File: src/hw/rtl/lkvc_pkg.sv
// ----------------------------------------------------------------------------
// lkvc_pkg: shared types and constants of the LRU key/value cache
// Sizes of the entry store, opcode codes, controller states, and the
// command and status bundles between the controller and the datapath.
// ----------------------------------------------------------------------------
package lkvc_pkg;

  // Entry store geometry
  localparam int MAX_ENTRIES = 16;
  localparam int KEY_BITS    = 32;
  localparam int VALUE_BITS  = 32;
  localparam int IDX_W       = (MAX_ENTRIES > 1) ? $clog2(MAX_ENTRIES) : 1;
  localparam int RANK_W      = IDX_W;
  localparam int OCC_W       = $clog2(MAX_ENTRIES + 1);

  // Capacity register
  localparam int              CAP_W     = 5;
  localparam logic [CAP_W-1:0] CAP_RESET = CAP_W'(16);

  // Stream payload widths
  localparam int IN_TDATA_W  = ((KEY_BITS + VALUE_BITS + 7) / 8) * 8;
  localparam int OUT_TDATA_W = ((VALUE_BITS + KEY_BITS + 7) / 8) * 8;

  // Request kinds
  typedef enum logic {
    OP_GET = 1'b0,
    OP_PUT = 1'b1
  } op_e;

  // Controller states
  typedef enum logic [1:0] {
    ST_IDLE,
    ST_SCAN,
    ST_DRAIN,
    ST_COMMIT
  } state_e;

  // Controller to datapath commands
  typedef struct packed {
    logic load_in;    // capture request, restart scan
    logic scan_step;  // read the entry at the scan index, advance
    logic commit;     // update entries, load result register
  } ctrl_cmd_t;

  // Datapath to controller status
  typedef struct packed {
    logic idx_last;   // scan index points at the last entry
  } dp_stat_t;

endpackage

File: src/hw/rtl/lkvc_ctrl.sv
// ----------------------------------------------------------------------------
// lkvc_ctrl: request sequencer of the LRU key/value cache
// Accepts one request, steps the datapath through the entry scan, and
// commits once the result register is free. Owns the result valid flag.
// ----------------------------------------------------------------------------
module lkvc_ctrl (
  input  logic                 clk_i,
  input  logic                 rst_ni,
  input  logic                 in_valid_i,
  output logic                 in_ready_o,
  output logic                 out_valid_o,
  input  logic                 out_ready_i,
  input  lkvc_pkg::dp_stat_t   stat_i,
  output lkvc_pkg::ctrl_cmd_t  cmd_o
);

  lkvc_pkg::state_e state_q, state_d;
  logic             out_valid_q, out_valid_d;
  logic             res_free;

  // Result register can take a new result this cycle
  assign res_free = !out_valid_q || out_ready_i;

  // Next state
  always_comb begin
    state_d = state_q;
    unique case (state_q)
      lkvc_pkg::ST_IDLE: begin
        if (in_valid_i) state_d = lkvc_pkg::ST_SCAN;
      end
      lkvc_pkg::ST_SCAN: begin
        if (stat_i.idx_last) state_d = lkvc_pkg::ST_DRAIN;
      end
      lkvc_pkg::ST_DRAIN: begin
        state_d = lkvc_pkg::ST_COMMIT;
      end
      lkvc_pkg::ST_COMMIT: begin
        if (res_free) state_d = lkvc_pkg::ST_IDLE;
      end
      default: state_d = lkvc_pkg::ST_IDLE;
    endcase
  end

  // Outputs
  always_comb begin
    cmd_o      = '0;
    in_ready_o = 1'b0;
    unique case (state_q)
      lkvc_pkg::ST_IDLE: begin
        in_ready_o    = 1'b1;
        cmd_o.load_in = in_valid_i;
      end
      lkvc_pkg::ST_SCAN: begin
        cmd_o.scan_step = 1'b1;
      end
      lkvc_pkg::ST_DRAIN: begin
        cmd_o = '0;
      end
      lkvc_pkg::ST_COMMIT: begin
        cmd_o.commit = res_free;
      end
      default: cmd_o = '0;
    endcase
  end

  // Set result valid on commit, drop it when the result is taken
  always_comb begin
    out_valid_d = out_valid_q;
    if (cmd_o.commit) begin
      out_valid_d = 1'b1;
    end else if (out_ready_i) begin
      out_valid_d = 1'b0;
    end
  end

  always_ff @(posedge clk_i or negedge rst_ni) begin
    if (!rst_ni) begin
      state_q     <= lkvc_pkg::ST_IDLE;
      out_valid_q <= 1'b0;
    end else begin
      state_q     <= state_d;
      out_valid_q <= out_valid_d;
    end
  end

  assign out_valid_o = out_valid_q;

endmodule

File: src/hw/rtl/lkvc_datapath.sv
// ----------------------------------------------------------------------------
// lkvc_datapath: entry store, scan and update logic of the LRU cache
// Keys and values sit in memories read one entry a cycle. Valid marks and
// recency ranks are flops updated in parallel at commit.
// ----------------------------------------------------------------------------
module lkvc_datapath (
  input  logic                              clk_i,
  input  logic                              rst_ni,
  input  lkvc_pkg::ctrl_cmd_t               cmd_i,
  output lkvc_pkg::dp_stat_t                stat_o,
  input  logic                              cfg_we_i,
  input  logic [lkvc_pkg::CAP_W-1:0]        cfg_wdata_i,
  input  logic                              in_opcode_i,
  input  logic signed [lkvc_pkg::KEY_BITS-1:0]   in_key_i,
  input  logic signed [lkvc_pkg::VALUE_BITS-1:0] in_value_i,
  output logic                              res_hit_o,
  output logic signed [lkvc_pkg::VALUE_BITS-1:0] res_value_o,
  output logic                              res_evicted_o,
  output logic signed [lkvc_pkg::KEY_BITS-1:0]   res_evicted_key_o
);

  localparam int N  = lkvc_pkg::MAX_ENTRIES;
  localparam int KW = lkvc_pkg::KEY_BITS;
  localparam int VW = lkvc_pkg::VALUE_BITS;
  localparam int IW = lkvc_pkg::IDX_W;
  localparam int RW = lkvc_pkg::RANK_W;
  localparam int OW = lkvc_pkg::OCC_W;
  localparam int CW = lkvc_pkg::CAP_W;
  localparam logic [IW-1:0] LAST_IDX = IW'(N - 1);

  // Entry store
  logic [KW-1:0] key_mem [N];
  logic [VW-1:0] val_mem [N];
  logic [N-1:0]  valid_q, valid_d;
  logic [RW-1:0] rank_q [N];
  logic [RW-1:0] rank_d [N];
  logic [OW-1:0] occ_q, occ_d;
  logic [CW-1:0] cap_q;

  // Request registers
  logic          op_q;
  logic [KW-1:0] key_q;
  logic [VW-1:0] val_q;

  // Scan pipeline
  logic [IW-1:0] idx_q;
  logic          eval_q;
  logic [IW-1:0] eval_idx_q;
  logic [KW-1:0] rd_key_q;
  logic [VW-1:0] rd_val_q;

  // Scan findings
  logic          match_q;
  logic [IW-1:0] match_idx_q;
  logic [RW-1:0] match_rank_q;
  logic [VW-1:0] match_val_q;
  logic          vict_q;
  logic [IW-1:0] vict_idx_q;
  logic [RW-1:0] vict_rank_q;
  logic [KW-1:0] vict_key_q;
  logic          free_q;
  logic [IW-1:0] free_idx_q;

  // Commit decisions
  logic [OW-1:0] eff_cap;
  logic          is_put;
  logic          do_evict;
  logic          do_insert;
  logic [IW-1:0] slot_idx;
  logic          mem_we_key;
  logic          mem_we_val;
  logic [IW-1:0] mem_wr_idx;

  // Result registers
  logic          res_hit_q;
  logic [VW-1:0] res_value_q;
  logic          res_evicted_q;
  logic [KW-1:0] res_evicted_key_q;

  assign stat_o.idx_last = (idx_q == LAST_IDX);

  // Hold the capacity register
  always_ff @(posedge clk_i or negedge rst_ni) begin
    if (!rst_ni) begin
      cap_q <= lkvc_pkg::CAP_RESET;
    end else if (cfg_we_i) begin
      cap_q <= cfg_wdata_i;
    end
  end

  // Clamp capacity to one..MAX_ENTRIES
  always_comb begin
    if (cap_q == '0) begin
      eff_cap = OW'(1);
    end else if (32'(cap_q) > N) begin
      eff_cap = OW'(N);
    end else begin
      eff_cap = OW'(cap_q);
    end
  end

  // Capture the request
  always_ff @(posedge clk_i) begin
    if (cmd_i.load_in) begin
      op_q  <= in_opcode_i;
      key_q <= in_key_i;
      val_q <= in_value_i;
    end
  end

  // Advance the scan index and the evaluation stage
  always_ff @(posedge clk_i or negedge rst_ni) begin
    if (!rst_ni) begin
      idx_q      <= '0;
      eval_q     <= 1'b0;
      eval_idx_q <= '0;
    end else begin
      eval_q     <= cmd_i.scan_step;
      eval_idx_q <= idx_q;
      if (cmd_i.load_in) begin
        idx_q <= '0;
      end else if (cmd_i.scan_step) begin
        idx_q <= (idx_q == LAST_IDX) ? '0 : idx_q + IW'(1);
      end
    end
  end

  // Read one entry per cycle
  always_ff @(posedge clk_i) begin
    rd_key_q <= key_mem[idx_q];
    rd_val_q <= val_mem[idx_q];
  end

  // Record first match, least recent entry and first free entry
  always_ff @(posedge clk_i or negedge rst_ni) begin
    if (!rst_ni) begin
      match_q <= 1'b0;
      vict_q  <= 1'b0;
      free_q  <= 1'b0;
    end else if (cmd_i.load_in) begin
      match_q <= 1'b0;
      vict_q  <= 1'b0;
      free_q  <= 1'b0;
    end else if (eval_q) begin
      if (valid_q[eval_idx_q] && rd_key_q == key_q && !match_q) begin
        match_q <= 1'b1;
      end
      if (valid_q[eval_idx_q] && (!vict_q || rank_q[eval_idx_q] > vict_rank_q)) begin
        vict_q <= 1'b1;
      end
      if (!valid_q[eval_idx_q] && !free_q) begin
        free_q <= 1'b1;
      end
    end
  end

  always_ff @(posedge clk_i) begin
    if (eval_q) begin
      if (valid_q[eval_idx_q] && rd_key_q == key_q && !match_q) begin
        match_idx_q  <= eval_idx_q;
        match_rank_q <= rank_q[eval_idx_q];
        match_val_q  <= rd_val_q;
      end
      if (valid_q[eval_idx_q] && (!vict_q || rank_q[eval_idx_q] > vict_rank_q)) begin
        vict_idx_q  <= eval_idx_q;
        vict_rank_q <= rank_q[eval_idx_q];
        vict_key_q  <= rd_key_q;
      end
      if (!valid_q[eval_idx_q] && !free_q) begin
        free_idx_q <= eval_idx_q;
      end
    end
  end

  // Decide the outcome of the request
  assign is_put    = (op_q == lkvc_pkg::OP_PUT);
  assign do_evict  = is_put && !match_q && (occ_q >= eff_cap) && vict_q;
  assign slot_idx  = do_evict ? vict_idx_q : free_idx_q;
  assign do_insert = is_put && !match_q && (do_evict || free_q);

  assign mem_we_key = cmd_i.commit && do_insert;
  assign mem_we_val = cmd_i.commit && (do_insert || (is_put && match_q));
  assign mem_wr_idx = match_q ? match_idx_q : slot_idx;

  // Write key and value memories
  always_ff @(posedge clk_i) begin
    if (mem_we_key) begin
      key_mem[mem_wr_idx] <= key_q;
    end
    if (mem_we_val) begin
      val_mem[mem_wr_idx] <= val_q;
    end
  end

  // Update valid marks, ranks and occupancy
  always_comb begin
    valid_d = valid_q;
    occ_d   = occ_q;
    for (int i = 0; i < N; i++) begin
      rank_d[i] = rank_q[i];
    end
    if (cmd_i.commit) begin
      if (match_q) begin
        // age entries more recent than the hit, hit becomes most recent
        for (int i = 0; i < N; i++) begin
          if (IW'(i) == match_idx_q) begin
            rank_d[i] = '0;
          end else if (valid_q[i] && rank_q[i] < match_rank_q) begin
            rank_d[i] = rank_q[i] + RW'(1);
          end
        end
      end else if (do_insert) begin
        // age every other entry, new entry becomes most recent
        for (int i = 0; i < N; i++) begin
          if (IW'(i) == slot_idx) begin
            valid_d[i] = 1'b1;
            rank_d[i]  = '0;
          end else if (valid_q[i]) begin
            rank_d[i] = rank_q[i] + RW'(1);
          end
        end
        if (!do_evict) begin
          occ_d = occ_q + OW'(1);
        end
      end
    end
  end

  always_ff @(posedge clk_i or negedge rst_ni) begin
    if (!rst_ni) begin
      valid_q <= '0;
      occ_q   <= '0;
      for (int i = 0; i < N; i++) begin
        rank_q[i] <= '0;
      end
    end else begin
      valid_q <= valid_d;
      occ_q   <= occ_d;
      for (int i = 0; i < N; i++) begin
        rank_q[i] <= rank_d[i];
      end
    end
  end

  // Load the result register
  always_ff @(posedge clk_i) begin
    if (cmd_i.commit) begin
      res_hit_q         <= match_q;
      res_value_q       <= is_put ? '0 : (match_q ? match_val_q : '1);
      res_evicted_q     <= do_evict;
      res_evicted_key_q <= do_evict ? vict_key_q : '0;
    end
  end

  assign res_hit_o         = res_hit_q;
  assign res_value_o       = res_value_q;
  assign res_evicted_o     = res_evicted_q;
  assign res_evicted_key_o = res_evicted_key_q;

endmodule

File: src/hw/rtl/lru_key_value_cache.sv
// ----------------------------------------------------------------------------
// lru_key_value_cache: fully associative key/value cache with LRU replacement
// Top level: stream ports, capacity register port, controller and datapath.
// ----------------------------------------------------------------------------
// Each request is a get or a put and yields exactly one result. The request is
// captured at the accepting edge, then the scan state steps the single read
// port of the key/value memories over every entry, the drain state evaluates
// the last registered read, and the commit state updates ranks and valid
// marks and loads the result register. Commit waits while an earlier result
// is still held on the output. The controller goes back to idle after commit,
// so no new request is accepted before the current one has committed. A new
// request is taken while an earlier result still waits on the output. Valid
// marks are cleared by reset, so the cache is usable right after reset. Write
// the capacity only while no request is in flight.
module lru_key_value_cache (
  input  logic                              clk_i,
  input  logic                              rst_ni,
  // capacity register
  input  logic                              cfg_we_i,
  input  logic [lkvc_pkg::CAP_W-1:0]        cfg_wdata_i,
  // request stream
  input  logic                              s_axis_tvalid,
  output logic                              s_axis_tready,
  input  logic [lkvc_pkg::IN_TDATA_W-1:0]   s_axis_tdata,  // lookup_key, write_value
  input  logic                              s_axis_tuser,  // opcode
  // result stream
  output logic                              m_axis_tvalid,
  input  logic                              m_axis_tready,
  output logic [lkvc_pkg::OUT_TDATA_W-1:0]  m_axis_tdata,  // read_value, evicted_key
  output logic [1:0]                        m_axis_tuser   // hit, evicted
);

  localparam int KW = lkvc_pkg::KEY_BITS;
  localparam int VW = lkvc_pkg::VALUE_BITS;

  lkvc_pkg::ctrl_cmd_t cmd;
  lkvc_pkg::dp_stat_t  stat;

  logic                 res_hit;
  logic signed [VW-1:0] res_value;
  logic                 res_evicted;
  logic signed [KW-1:0] res_evicted_key;

  lkvc_ctrl u_ctrl (
    .clk_i       (clk_i),
    .rst_ni      (rst_ni),
    .in_valid_i  (s_axis_tvalid),
    .in_ready_o  (s_axis_tready),
    .out_valid_o (m_axis_tvalid),
    .out_ready_i (m_axis_tready),
    .stat_i      (stat),
    .cmd_o       (cmd)
  );

  lkvc_datapath u_datapath (
    .clk_i             (clk_i),
    .rst_ni            (rst_ni),
    .cmd_i             (cmd),
    .stat_o            (stat),
    .cfg_we_i          (cfg_we_i),
    .cfg_wdata_i       (cfg_wdata_i),
    .in_opcode_i       (s_axis_tuser),
    .in_key_i          (s_axis_tdata[KW-1:0]),
    .in_value_i        (s_axis_tdata[KW+VW-1:KW]),
    .res_hit_o         (res_hit),
    .res_value_o       (res_value),
    .res_evicted_o     (res_evicted),
    .res_evicted_key_o (res_evicted_key)
  );

  // Pack the result
  assign m_axis_tdata = lkvc_pkg::OUT_TDATA_W'({res_evicted_key, res_value});
  assign m_axis_tuser = {res_evicted, res_hit};

endmodule
File: config.mk
export PLATFORM = sky130hd
export DESIGN_NAME = lru_key_value_cache
export DESIGN_NICKNAME = d
export VERILOG_FILES = /design/src/hw/rtl/lkvc_pkg.sv /design/src/hw/rtl/lkvc_ctrl.sv /design/src/hw/rtl/lkvc_datapath.sv /design/src/hw/rtl/lru_key_value_cache.sv
export SDC_FILE = /design/constraint.sdc
export NUM_CORES = 1
export LEC_CHECK = 0
export BUFFER_PORTS_ARGS = -buffer_cell sky130_fd_sc_hd__buf_4
export CORE_ASPECT_RATIO = 1.2
export CORE_MARGIN = 2
export CORE_UTILIZATION = 40
export CTS_CLUSTER_SIZE = 40
export DETAILED_ROUTE_END_ITERATION = 12
export GPL_ROUTABILITY_DRIVEN = 0
export SYNTH_ARGS = -nofsm -noshare
export SYNTH_HDL_FRONTEND = slang
export SYNTH_SLANG_ARGS = --single-unit
File: constraint.sdc
create_clock -name clk_i -period 6.5 [get_ports clk_i]
set_input_delay 1.3 -clock clk_i [delete_from_list [all_inputs] [get_ports clk_i]]
set_output_delay 1.3 -clock clk_i [all_outputs]
set_load 0.01 [all_outputs]
==> flow_metrics.py <==
metrics = {
    "status": {
        "outcome": "finished, final reports clean",
    },
    "layout": {
        "fin_util_pct": 46.5,
        "seq_area_um2": 41100,
        "final_net_count": 3049,
        "area_delta_synth_final_pct": 15.1,
        "stdcell_count": 4814,
        "final_cell_area_um2": 63100,
        "antenna_cells": 0,
        "layout-drive-gt1-share_pct": 28.3,
        "nFillCells": 11111,
        "multi_input_area_um2": 13200,
    },
    "cts": {
        "cts_hold_buf": 0,
        "cts.repair.resized": 0,
        "post-cts-setup-buffers": 0,
        "cts_buffers": 144,
        "root_buffer": "clkbuf_16",
        "htreeDepth": 4,
        "clkLatencyLatePin_ns": 0.77,
        "path_clk_slew_ns": 0.06,
        "cts_tree": "yes",
        "cts_max_path_buffers": 3,
        "cts.sinks": 1408,
    },
    "pwr": {
        "internal_power_uw": 17900,
        "p_leak_uw": 0.0208,
        "power_frac_seq_pct": 47.7,
        "power.switching_uw": 6770,
        "p_comb_share_pct": 18.6,
        "power_density_nw_per_um2": 391,
        "clkPwrFrac_pct": 33.7,
        "peakVddDrop_mv": 0.347,
        "switching_share_pct": 27.4,
    },
    "setup_path": {
        "setup.worst_path.start_class": "register",
        "required_ns": 6.89,
        "arrival_ns": 5.60,
        "max_stage_delay_ns": 0.68,
        "cp-end-kind": "register",
        "reg2reg_depth": 10,
        "critPathMaxFanout": 43,
        "crit_path_top_delay_cell": "o21a_1",
        "critPathLaunch": "u_datapath.cap_q[4]",
        "critPathCapture": "u_datapath.val_mem[4][29]",
        "path_cells": "inv_1, ha_1, nand4_1, o22a_1, a21o_1, inv_2, o21a_1, nand2_1, nor3_2, buf_4",
        "rr_startpoint": "u_datapath.cap_q[4]",
        "reg2reg_slack_ns": 1.29,
        "setup.worst_path.class": "register to register",
        "timing.rr.end": "u_datapath.val_mem[4][29]",
    },
    "yosys": {
        "synth_compound_area_share_pct": 2.83,
        "synth-xor-area-share_pct": 0.591,
        "yosys.area.top_type": "edfxtp_1",
        "async_reset_ff_share_pct": 7.46,
        "synth.avg_cell_area_um2": 20.6,
        "synth_nets": 2819,
        "synth-adder-area-share_pct": 1.80,
        "synth_area_um2": 54800,
        "ys_top_cells_by_count": "edfxtp_1, mux4_2, dfrtp_1",
        "ys_seq_area_share_pct": 75.0,
        "ys_ff_latch": 1408,
        "synth_cell_types": 72,
        "synth_top_area_share_pct": 67.9,
        "synth_ff_type": "edfxtp_1",
        "yosys.area_share.simple_pct": 3.59,
        "muxShareOfSynthArea_pct": 14.8,
        "synth.top_cells.by_area": "edfxtp_1, mux4_2, dfrtp_1, dfxtp_1, ha_1",
        "synth_most_common_cell": "edfxtp_1",
        "synth_edf_count": 1239,
        "yosys_warnings": 0,
        "synth_top_family_by_area": "multiplexers",
        "synthCells": 2665,
    },
    "floorplanning": {
        "chipHeight_um": 410,
        "placementRows": 148,
        "die_x_um": 342,
        "fp.coreArea_um2": 136000,
        "dieArea_um2": 140000,
        "initial_core_util_pct": 40.4,
        "io_pins": 143,
    },
    "sta": {
        "fin_worst_skew_ns": 0.0252,
        "slew_headroom_pct": 18.5,
        "rsz0062_at_grt": "false",
        "period_share_pct": 80.2,
        "fin_crit_ns": 5.21,
        "fmax_mhz": 192,
        "setup_viol": 0,
        "worst_slack_ns": 1.29,
        "tightestPinTransition_ns": 1.22,
        "final-hold-violation-count": 0,
        "drv_slew": 0,
        "fin_tns_setup_ns": 0,
    },
    "global_route": {
        "grtUsageTotal_pct": 18.2,
        "grtUsageMet2_pct": 29.2,
        "use_met1_pct": 25.2,
        "grt_max_degree": 134,
        "use_met3_pct": 3.28,
        "top_usage_layer": "met2",
        "grt_pass1_vias": 28045,
        "gr-total-overflow": 0,
        "antenna_found_initial": 2,
        "grt_pass1_wl_um": 188000,
    },
    "placement": {
        "place_ws_ns": 1.33,
        "hpwl_um": 76100,
        "io_buffer_count": 142,
        "dp_cells": 4549,
        "postPlaceCellArea_um2": 58300,
    },
    "drt": {
        "vias_per_cell": 5.56,
        "ant_nets": 0,
        "drc": 0,
        "wl_per_cell_um": 26.4,
        "routed_wl_um": 127000,
        "vias": 26759,
        "detail_route.iter0.violations": 2641,
        "dr.pass1.iters": 8,
    },
    "worst_hold_path": {
        "hold_path_class": "register to register",
    },
    "flow_run": {
        "maxCapViolations": 0,
    },
}
[stage by stage]
step | hold WS, ns | power [uW]
global route | 0.408 | 25600
finish | 0.399 | 24700
global placement | 0.392 | 16500
detailed placement | 0.389 | 16600
floorplan | 0.352 | 14700
CTS | 0.402 | 24900
[routing by layer]
layer	part of all wire [%]	wire (um)
met1	43	54200
met2	48	61300
met3	6.1	7730
met4	2.9	3660
met5	0.0087	11
[cells by family after synthesis]
| family | count (synthesis) |
|---|---|
| AO/OA/AOI/OAI | 219 |
| XOR/XNOR | 37 |
| adder cells (fa/ha/maj) | 79 |
| buffers and inverters | 171 |
| AND/OR/NAND/NOR | 371 |
| multiplexers | 380 |
| flip-flops | 1408 |
[critical path: cells and delay by family, from the launching register on]
family,cells,cell delay [ns]
buffers and inverters,3,1.27
AND/OR/NAND/NOR,3,1.13
AO/OA/AOI/OAI,3,1.52
flip-flops,1,0.53
adder cells (fa/ha/maj),1,0.33
[layout make-up]
class                           instances  area share, %
Timing Repair Buffer                  199           2.45
Tap cell                             1800           3.57
Multi-Input combinational cell       1086           20.9
Clock buffer                          202           6.45
Sequential cell                      1408           65.2
Inverter                               56          0.333
Clock inverter                         63           1.13
[cell usage in the layout (no fill, tap or decap), types with 55 or more instances in the layout]
master / count
edfxtp_1: 1239
mux4_2: 345
buf_4: 195
clkbuf_16: 150
dfrtp_1: 99
ha_1: 79
nor2_1: 74
dfxtp_1: 64
nand2_1: 60
a21oi_1: 56
inv_1: 55
[registers in the layout, indices dropped and copies added, names as in the netlist, 5 cells and up]
register / cells
u_datapath.rd_key_q: 32
u_datapath.occ_q: 5
u_datapath.rank_q: 64
u_datapath.val_q: 32
u_datapath.match_val_q: 32
u_datapath.valid_q: 16
u_datapath.cap_q: 5
u_datapath.res_value_o: 32
u_datapath.res_evicted_key_o: 32
u_datapath.vict_key_q: 32
u_datapath.val_mem: 512
u_datapath.key_q: 32
u_datapath.key_mem: 512
u_datapath.rd_val_q: 32
[power groups by stage]
| stage | clock network, uW | logic, uW | registers [uW] |
|---|---|---|---|
| after CTS | 8490 | 4660 | 11800 |
| after global placement | 0 | 4570 | 11900 |
| final | 8310 | 4590 | 11800 |
| after floorplan | 0 | 3250 | 11500 |
| after global routing | 8840 | 4900 | 11900 |
| after detailed placement | 0 | 4650 | 12000 |
[worst min path at each step]
| stage | start | end | slack, ns | cells past startpoint |
|---|---|---|---|---|
| 2_1_floorplan | u_datapath.idx_q[3] | u_datapath.eval_idx_q[3] | 0.35 | 0 |
| 4_1_cts | u_datapath.rd_val_q[26] | u_datapath.match_val_q[26] | 0.40 | 0 |
| 3_5_place_dp | u_datapath.rd_val_q[1] | u_datapath.match_val_q[1] | 0.39 | 0 |
| 6_report | u_datapath.rd_val_q[8] | u_datapath.match_val_q[8] | 0.40 | 0 |
| 5_1_grt | u_datapath.rd_val_q[6] | u_datapath.match_val_q[6] | 0.41 | 0 |
| 3_3_place_gp | u_datapath.rd_val_q[26] | u_datapath.match_val_q[26] | 0.39 | 0 |
No activity file was read; power rests on OpenSTA's default activity.
